File: config.mk
export PLATFORM = sky130hd
export DESIGN_NAME = vrra_ctrl
export DESIGN_NICKNAME = d
export VERILOG_FILES = /design/src/hdl/variable_record_ring_allocator_top_assert.svh /design/src/hdl/vrra_pkg.sv /design/src/hdl/vrra_ctrl.sv
export SDC_FILE = /design/constraint.sdc
export NUM_CORES = 1
export LEC_CHECK = 0
export BUFFER_PORTS_ARGS = -buffer_cell sky130_fd_sc_hd__buf_2
export CAP_MARGIN = 20
export CORE_AREA = 2 2 39 41
export DETAILED_ROUTE_END_ITERATION = 12
export DIE_AREA = 0 0 41 43
export MAX_ROUTING_LAYER = met4
export PLACE_DENSITY = 0.53
export SYNTH_ARGS = -nofsm -noshare
export SYNTH_HDL_FRONTEND = slang
export SYNTH_SLANG_ARGS = --single-unit
File: constraint.sdc
create_clock -name aclk -period 1.92 [get_ports aclk]
set_input_delay 0.192 -clock aclk [delete_from_list [all_inputs] [get_ports aclk]]
set_output_delay 0.192 -clock aclk [all_outputs]
set_load 0.005 [all_outputs]
File: src/hdl/variable_record_ring_allocator_top_assert.svh
// Assertion macros for the record ring allocator.
// Included by modules that carry concurrent checks; no other dependencies.
`ifndef VARIABLE_RECORD_RING_ALLOCATOR_TOP_ASSERT_SVH
`define VARIABLE_RECORD_RING_ALLOCATOR_TOP_ASSERT_SVH

// Same-cycle implication, disabled while in reset.
`define VRRA_ASSERT_IMP(lbl, clk, rstn, ante, cons, msg) \
    lbl: assert property (@(posedge clk) disable iff (!(rstn)) (ante) |-> (cons)) \
        else $error(msg);

// Next-cycle implication, disabled while in reset.
`define VRRA_ASSERT_NXT(lbl, clk, rstn, ante, cons, msg) \
    lbl: assert property (@(posedge clk) disable iff (!(rstn)) (ante) |=> (cons)) \
        else $error(msg);

`endif

File: src/hdl/vrra_pkg.sv
// Shared types and constants for the record ring allocator.
// No dependencies.
package vrra_pkg;

    localparam int BUF_BYTES = 4096;
    localparam int ADDR_W    = $clog2(BUF_BYTES);
    localparam int PTR_W     = ADDR_W + 1;
    localparam int SIZE_W    = 8;
    localparam int TYPE_W    = 3;
    localparam int CFG_IDX_W = 3;
    localparam int CFG_DAT_W = 13;

    localparam logic [CFG_IDX_W-1:0] REG_BUFFER_BYTES  = 3'd0;
    localparam logic [CFG_IDX_W-1:0] REG_SIZE_DURATION = 3'd1;
    localparam logic [CFG_IDX_W-1:0] REG_SIZE_DUR_COL  = 3'd2;
    localparam logic [CFG_IDX_W-1:0] REG_SIZE_INSTANT  = 3'd3;
    localparam logic [CFG_IDX_W-1:0] REG_SIZE_COUNTER  = 3'd4;
    localparam logic [CFG_IDX_W-1:0] REG_SIZE_LINK     = 3'd5;

    localparam logic [TYPE_W-1:0] TYPE_EMPTY        = 3'd0;
    localparam logic [TYPE_W-1:0] TYPE_DURATION     = 3'd1;
    localparam logic [TYPE_W-1:0] TYPE_DURATION_COL = 3'd2;
    localparam logic [TYPE_W-1:0] TYPE_INSTANT      = 3'd3;
    localparam logic [TYPE_W-1:0] TYPE_COUNTER      = 3'd4;
    localparam logic [TYPE_W-1:0] TYPE_LINK         = 3'd5;

    typedef enum logic [2:0] {
        ST_CLEAR,
        ST_IDLE,
        ST_CALC,
        ST_WALK,
        ST_EVAL,
        ST_FINISH
    } state_t;

    typedef struct packed {
        logic clear_step;
        logic accept;
        logic calc;
        logic walk_rd;
        logic walk_step;
        logic commit;
    } cmd_t;

    typedef struct packed {
        logic clear_done;
        logic ignore;
        logic in_range;
        logic step_zero;
        logic out_free;
    } status_t;

endpackage

File: src/hdl/vrra_ctrl.sv
// Controller FSM for the record ring allocator.
// Depends on vrra_pkg; drives commands into vrra_datapath.
module vrra_ctrl (
    input  logic              aclk,
    input  logic              aresetn,
    input  logic              s_tvalid,
    output logic              s_tready,
    input  vrra_pkg::status_t sts,
    output vrra_pkg::cmd_t    cmd
);

    vrra_pkg::state_t state_reg, state_next;

    always_ff @(posedge aclk) begin
        if (!aresetn) begin
            state_reg <= vrra_pkg::ST_CLEAR;
        end else begin
            state_reg <= state_next;
        end
    end

    always_comb begin
        state_next = state_reg;
        cmd        = '0;
        s_tready   = 1'b0;
        case (state_reg)
            vrra_pkg::ST_CLEAR: begin
                cmd.clear_step = 1'b1;
                if (sts.clear_done) begin
                    state_next = vrra_pkg::ST_IDLE;
                end
            end
            vrra_pkg::ST_IDLE: begin
                s_tready   = 1'b1;
                cmd.accept = s_tvalid;
                if (s_tvalid) begin
                    state_next = vrra_pkg::ST_CALC;
                end
            end
            vrra_pkg::ST_CALC: begin
                cmd.calc   = 1'b1;
                state_next = sts.ignore ? vrra_pkg::ST_FINISH : vrra_pkg::ST_WALK;
            end
            vrra_pkg::ST_WALK: begin
                if (sts.in_range) begin
                    cmd.walk_rd = 1'b1;
                    state_next  = vrra_pkg::ST_EVAL;
                end else begin
                    state_next  = vrra_pkg::ST_FINISH;
                end
            end
            vrra_pkg::ST_EVAL: begin
                cmd.walk_step = 1'b1;
                state_next    = sts.step_zero ? vrra_pkg::ST_FINISH : vrra_pkg::ST_WALK;
            end
            vrra_pkg::ST_FINISH: begin
                if (sts.out_free) begin
                    cmd.commit = 1'b1;
                    state_next = vrra_pkg::ST_IDLE;
                end
            end
            default: begin
                state_next = vrra_pkg::ST_CLEAR;
            end
        endcase
    end

endmodule

==> metrics.md, run 1 <==
| Metric | Value |
|---|---|
| Final nets | `61` |
| Sw Pwr | `86.15 uW` |
| Wirelength per Cell | `9.191 um` |
| Multi-input gate area | `190.2 sq um` |
| Pwr Total | `274.3 uW` |
| Post-CTS setup buffer count | `0` |
| Critical path endpoint category | `output port` |
| Global-route wire length before repair | `1028 um` |
| Fmax | `689.0 MHz` |
| Crit Path Max Fanout | `10` |
| Via count of the first global-routing pass | `250` |
| Clock transition at path regs | `0.04 ns` |
| CTS tree | `yes` |
| GR Overflow Total | `0` |
| Hold Fails Final Rpt | `0` |
| Post-synthesis sequential area ratio | `0.2172` |
| Via density | `4.456` |
| Register bit count reported by yosys | `3` |
| Internal power | `188.1 uW` |
| Clock Sinks | `3` |
| Maximum Capacitance Violations | `0` |
| Post-DP HPWL | `480.8 um` |
| Die width | `41 um` |
| RSZ-0062 raised after global routing | `false` |
| Clock skew | `0.001870 ns` |
| CP Launch Type | `flip-flop` |
| Worst min-delay path category | `in -> reg` |
| Area fraction of the dominant cell type after synthesis | `0.2172` |
| Sequential Power Share | `0.323` |
| Worst path required time | `1.73 ns` |
| Core ar. | `1384 sq um` |
| Syn_nets | `45` |
| Clock Latency Late Sink | `0.24 ns` |
| Pins Over Slew Limit | `0` |
| Fillcell total | `153` |
| Synth warn | `0` |
| Peak VDD IR | `0.0004784 V` |
| Max FFs per register | `3` |
| Die area | `1763 sq um` |
| Switching share of power | `0.3141` |
| Post-Syn Area per Cell | `7.473 sq um` |
| Minimum clock period after layout | `1.451 ns` |
| Largest net degree at the start of global routing | `13` |
| Register area | `60.06 sq um` |
| Clock Path Buffers | `2` |
| Final wirelength | `625 um` |
| DR DRC count | `0` |
| Mapped cell area | `276.5 sq um` |
| Ports | `15` |
| Total negative slack | `0 ns` |
| PwrDens | `748.2 nW/um^2` |
| Final core occ | `0.2649` |
| Via Count | `303` |
| TritonCTS Buffers | `3` |
| Worst Tran Pin Value | `0.3733 ns` |
| Clk network pwr share | `0.409` |
| Final setup viols | `0` |
| Initial DRT Pass Iterations | `4` |
| Most frequent cells in the layout | `buf_2 (14), nor2_1 (7)` |
| # rows | `14` |
| Most common cell after layout, fill and taps aside | `buf_2` |
| Gpl congestion | `0.7177` |
| Ratio of final minimum period to clock period | `0.7560` |
| Starting Density | `0.1998` |
| Final ANT Viol Nets | `0` |
| Root Driver | `clkbuf_4` |
| Total global-route track usage | `0.09343` |
| Die height | `43 um` |
| Setup CP Type | `reg -> out` |
| ANT cells | `0` |
| Area Overhead vs Synth | `32.58%` |
| H-tree Lvls | `1` |
| Hold-fix buffers, CTS | `0` |
| Post-cts gate resize count | `0` |
| Crit path DAT | `1.26 ns` |
| Logic pwr share | `0.268` |
| Share of cells above drive strength 1 | `0.4231` |
| Leakage | `0.1715 nW` |
| Max_slew headroom | `0.7508` |
| Outcome | `complete, no violations` |
| Port Buffer Count | `14` |
| Hold Slack | `0.2057 ns` |
| Top cell type by total area after synthesis | `dfxtp_1` |
| Syn Inst Count | `37` |
| 1st-iter DRT viols | `3` |
| Synth cell types | `18` |
| Dominant cells by area after synthesis | `dfxtp_1 (22%), nand2b_4 (10%), nor2_1 (9.5%), nand2b_1 (6.8%), nor2b_1 (6.8%)` |
| Initial antenna violation count | `0` |
## area by class of cell
class,instances,area share
clock buffer,4,0.07167
multi-input combinational,31,0.5188
sequential,3,0.1638
tap,16,0.05461
timing repair buffer,14,0.1911
## synth_stat cells
master    number
a21oi_1        2
a222oi_1       1
and3_1         1
buf_4          2
buf_6          1
dfxtp_1        3
nand2_1        2
nand2b_1       3
nand2b_4       2
nand3_1        1
nor2_1         7
nor2_2         1
nor2b_1        3
nor3_1         2
nor3b_2        1
o21ai_1        2
o21ai_2        1
o22ai_1        2
## metal layers
layer | global-route usage | wire length (um)
met1 | 0.1182 | 277
met2 | 0.09688 | 263
met3 | 0.08901 | 85
met4 | 0.04000 | 0
met5 | - | 0
## cells by family (layout without fill, tap and decap cells)
group           Yosys count  in the layout  synth area share
simple gates             23             23            0.5023
compound gates            8              8            0.1855
flops                     3              3            0.2172
buf+inv                   3             18           0.09500
## critical path, cell delays in order, from the launching register on
cell and delay (ns):
dfxtp_1 0.53, nor2b_1 0.23, and3_1 0.16, buf_2 0.10
## path summary, 6_finish.rpt
check	start	to	slack [ns]	depth (start not counted)
max	state_reg[1]$_SDFFE_PN0P_	cmd[2]	0.47	3
min	aresetn	state_reg[2]$_SDFFE_PN0P_	0.21	2
max reg2reg	state_reg[2]$_SDFFE_PN0P_	state_reg[2]$_SDFFE_PN0P_	0.73	4
min reg2reg	state_reg[0]$_SDFFE_PN0P_	state_reg[1]$_SDFFE_PN0P_	0.66	2
## power groups by stage
stage | sequential [mW] | clock [mW] | combinational [mW]
after floorplan | 0.0719 | 0 | 0.0711
after global placement | 0.0904 | 0 | 0.0750
after detailed placement | 0.0900 | 0 | 0.0743
after CTS | 0.0890 | 0.121 | 0.0746
after global routing | 0.0921 | 0.129 | 0.0816
final | 0.0885 | 0.112 | 0.0735
## per-stage QoR
| step | setup WS, ns | cell area, sq um | cells |
|---|---|---|---|
| CTS | 0.4457 | 366.6 | 68 |
| floorplan | 0.9077 | 276.5 | 37 |
| global placement | 0.6874 | 340.3 | 64 |
| global route | 0.3578 | 366.6 | 68 |
| detailed placement | 0.6952 | 340.3 | 64 |
| finish | 0.4686 | 366.6 | 68 |
No activity file was read; power rests on OpenSTA's default activity.
==> run 2, diff against run 1 <==
Settings changed: ABC_AREA from default to 1, PLACE_DENSITY 0.53 to 0.52.
Clock period 1.92 ns to 1.2 ns, I/O delays scaled along.
==> metrics.md, run 2 <==
| Metric | Value |
|---|---|
| Post-synth EDFFs | `0 (unchanged)` |
| Post-synthesis sequential area ratio | `0.2513 (was 0.2172)` |
| Clock transition at path regs | `0.04 ns (about the same)` |
| Syn Inst Count | `44 (was 37)` |
| Global-route wire length before repair | `903 um (was 1028 um)` |
| Critical path endpoint category | `output port (unchanged)` |
| Highest-delay cell along the critical path | `dfxtp_4 (was dfxtp_1)` |
| Port Buffer Count | `14 (unchanged)` |
| Final WS setup | `0.04250 ns (was 0.4686 ns)` |
| Cell Area, Placed | `329.1 sq um (was 340.3 sq um)` |
| Post-CTS setup buffer count | `0 (unchanged)` |
| Dominant cells by area after synthesis | `dfxtp_1 (25%), nand2_1 (14%), nor2_1 (14%), inv_1 (13%), nor4_1 (5.2%) (was dfxtp_1 (22%), nand2b_4 (10%), nor2_1 (9.5%), nand2b_1 (6.8%), nor2b_1 (6.8%))` |
| Share of cells above drive strength 1 | `0.4516 (was 0.4231)` |
| Area Overhead vs Synth | `64.92% (was 32.58%)` |
| Ratio of final minimum period to clock period | `0.9646` |
| Wirelength per Cell | `8.167 um (was 9.191 um)` |
| Clock skew | `0.0005877 ns (was 0.001870 ns)` |
| Most common cell after layout, fill and taps aside | `buf_2 (unchanged)` |
| Die height | `43 um (unchanged)` |
| ANT cells | `0 (unchanged)` |
| CTS tree | `yes (unchanged)` |
| Pre-CTS WS | `0.1332 ns (was 0.6952 ns)` |
| Cell Count, Final, Fillers Out | `78 (was 68)` |
| Post-Syn Area per Cell | `5.431 sq um (was 7.473 sq um)` |
| Final wirelength | `637 um (was 625 um)` |
| Worst min-delay path category | `in -> reg (unchanged)` |
| Post-route design area | `394.1 sq um (was 366.6 sq um)` |
| Gpl congestion | `0.7430 (was 0.7177)` |
| RSZ-0062 raised after global routing | `true (was false)` |
| Total global-route track usage | `0.08025 (was 0.09343)` |
| Leakage | `0.2177 nW (was 0.1715 nW)` |
| Clock Latency Late Sink | `0.23 ns (was 0.24 ns)` |
| Ports | `15 (unchanged)` |
| Number of buffers and inverters on the critical path | `2 (was 1)` |
| DP Cell Count | `74 (was 64)` |
| Fmax | `863.9 MHz` |
| Die area | `1763 sq um (unchanged)` |
| Final core occ | `0.2848 (was 0.2649)` |
| Pins Over Slew Limit | `0 (unchanged)` |
| Final setup viols | `0 (unchanged)` |
| Register area | `71.32 sq um (was 60.06 sq um)` |
| DR DRC count | `0 (unchanged)` |
| Synth async-reset ratio | `0 (unchanged)` |
| Synth top cells by count | `nand2_1 (9), nor2_1 (9), inv_1 (8) (was nor2_1 (7), dfxtp_1 (3), nand2b_1 (3), nor2b_1 (3))` |
| Via density | `4.128 (was 4.456)` |
| Area fraction of the dominant cell type after synthesis | `0.2513 (was 0.2172)` |
| Post-DP HPWL | `507.9 um (was 480.8 um)` |
| 1st-iter DRT viols | `4 (was 3)` |
| Pwr Total | `553.6 uW (was 274.3 uW)` |
| CP Launch Type | `flip-flop (unchanged)` |
| Via count of the first global-routing pass | `266 (was 250)` |
| Via Count | `322 (was 303)` |
| Worst path required time | `1.08 ns (was 1.73 ns)` |
| Synth warn | `0 (unchanged)` |
| TritonCTS Buffers | `3 (unchanged)` |
| Critical Path Max Stage Delay | `0.39 ns (was 0.53 ns)` |
| Hold Fails Final Rpt | `0 (unchanged)` |
| Crit-path leading delay family | `flip-flops (unchanged)` |
| CP Cell Sequence | `inv_6 > nor4_2 > buf_2 (was nor2b_1 > and3_1 > buf_2)` |
| Clock Sinks | `3 (unchanged)` |
| Top cell type by total area after synthesis | `dfxtp_1 (unchanged)` |
| Max FFs per register | `3 (unchanged)` |
| H-tree Lvls | `1 (unchanged)` |
| Setup CP Type | `reg -> out (unchanged)` |
| Most frequent cells in the layout | `buf_2 (14), inv_1 (8), nor2_1 (8), nand2_1 (8) (was buf_2 (14), nor2_1 (7))` |
| Die width | `41 um (unchanged)` |
| Root Driver | `clkbuf_4 (unchanged)` |
| Crit path DAT | `1.04 ns (was 1.26 ns)` |
| Maximum Capacitance Violations | `0 (unchanged)` |
| GR Overflow Total | `0 (unchanged)` |
| Worst Tran Pin Value | `0.1941 ns (was 0.3733 ns)` |
| Outcome | `complete, no violations (unchanged)` |
| Multi-input gate area | `160.2 sq um (was 190.2 sq um)` |
| # rows | `14 (unchanged)` |
| Peak VDD IR | `0.0004565 V (was 0.0004784 V)` |
| Largest net degree at the start of global routing | `8 (was 13)` |
| Most used DFF post-synth | `dfxtp_1 (unchanged)` |
| Syn_nets | `52 (was 45)` |
| Final nets | `71 (was 61)` |
| PwrDens | `1405 nW/um^2 (was 748.2 nW/um^2)` |
| Initial DRT Pass Iterations | `4 (unchanged)` |
| Starting Density | `0.1727 (was 0.1998)` |
| Max_slew headroom | `0.8699 (was 0.7508)` |
| Core ar. | `1384 sq um (unchanged)` |
| Register bit count reported by yosys | `3 (unchanged)` |
| Synth cell types | `14 (was 18)` |
| Clock Path Buffers | `2 (unchanged)` |
| Fillcell total | `163 (was 153)` |
| Initial antenna violation count | `0 (unchanged)` |
| Crit Path Max Fanout | `7 (was 10)` |
| Mapped cell area | `239.0 sq um (was 276.5 sq um)` |
| Final ANT Viol Nets | `0 (unchanged)` |
| Minimum clock period after layout | `1.158 ns` |
run 2: logic make-up after synthesis:
family | share of synthesized area
buffers and inverters | 0.1728
and+or+nand+nor | 0.4659
AOI/OAI and AO/OA | 0.1099
DFF | 0.2513
run 2: final timing paths:
check | from | endpoint | slack (ns) | cells after the start
worst min register to register | state_reg[1]$_SDFFE_PN0P_ | state_reg[2]$_SDFFE_PN0P_ | 0.60 | 3
worst min-delay path | aresetn | state_reg[1]$_SDFFE_PN0P_ | 0.14 | 3
worst max register to register | state_reg[1]$_SDFFE_PN0P_ | state_reg[2]$_SDFFE_PN0P_ | 0.23 | 4
worst max-delay path | state_reg[0]$_SDFFE_PN0P_ | cmd[0] | 0.04 | 3
run 2: per-layer routing:
layer / wire length, um / GRT usage
met1: 264 / 0.09003
met2: 332 / 0.1094
met3: 40 / 0.03141
met4: 0 / 0.06000
met5: 0 / -
run 2: what timing repair did:
| item | 4_1_cts | 5_1_grt |
|---|---|---|
| hold buffers | 0 | 0 |
| pin swaps | 1 | 1 |
| resized for setup | 5 | 8 |
| setup endpoints to repair | 5 | 4 |
run 2: through the flow:
stage,setup TNS (ns),hold WS [ns]
after floorplan,0,0.2703
after detailed placement,0,0.3756
after CTS,0,0.1304
after global routing,-0.02888,0.1599
final,0,0.1375
after global placement,0,0.3708
run 2: layout make-up:
type | instances | area share
Sequential cell | 3 | 0.1810
Tap cell | 16 | 0.05079
Multi-Input combinational cell | 30 | 0.4064
Timing Repair Buffer | 14 | 0.1778
Clock buffer | 4 | 0.06667
Inverter | 11 | 0.1175
run 2: worst min-delay path, stage by stage:
cell,delay (ns)
buf_2,0.07
inv_1,0.05
nor2_1,0.09
run 2: power by group:
part	switching, mW	total (mW)	internal (mW)
clock network	0.0493	0.174	0.124
logic	0.124	0.218	0.0935
registers	0.0386	0.162	0.123
total	0.212	0.554	0.341
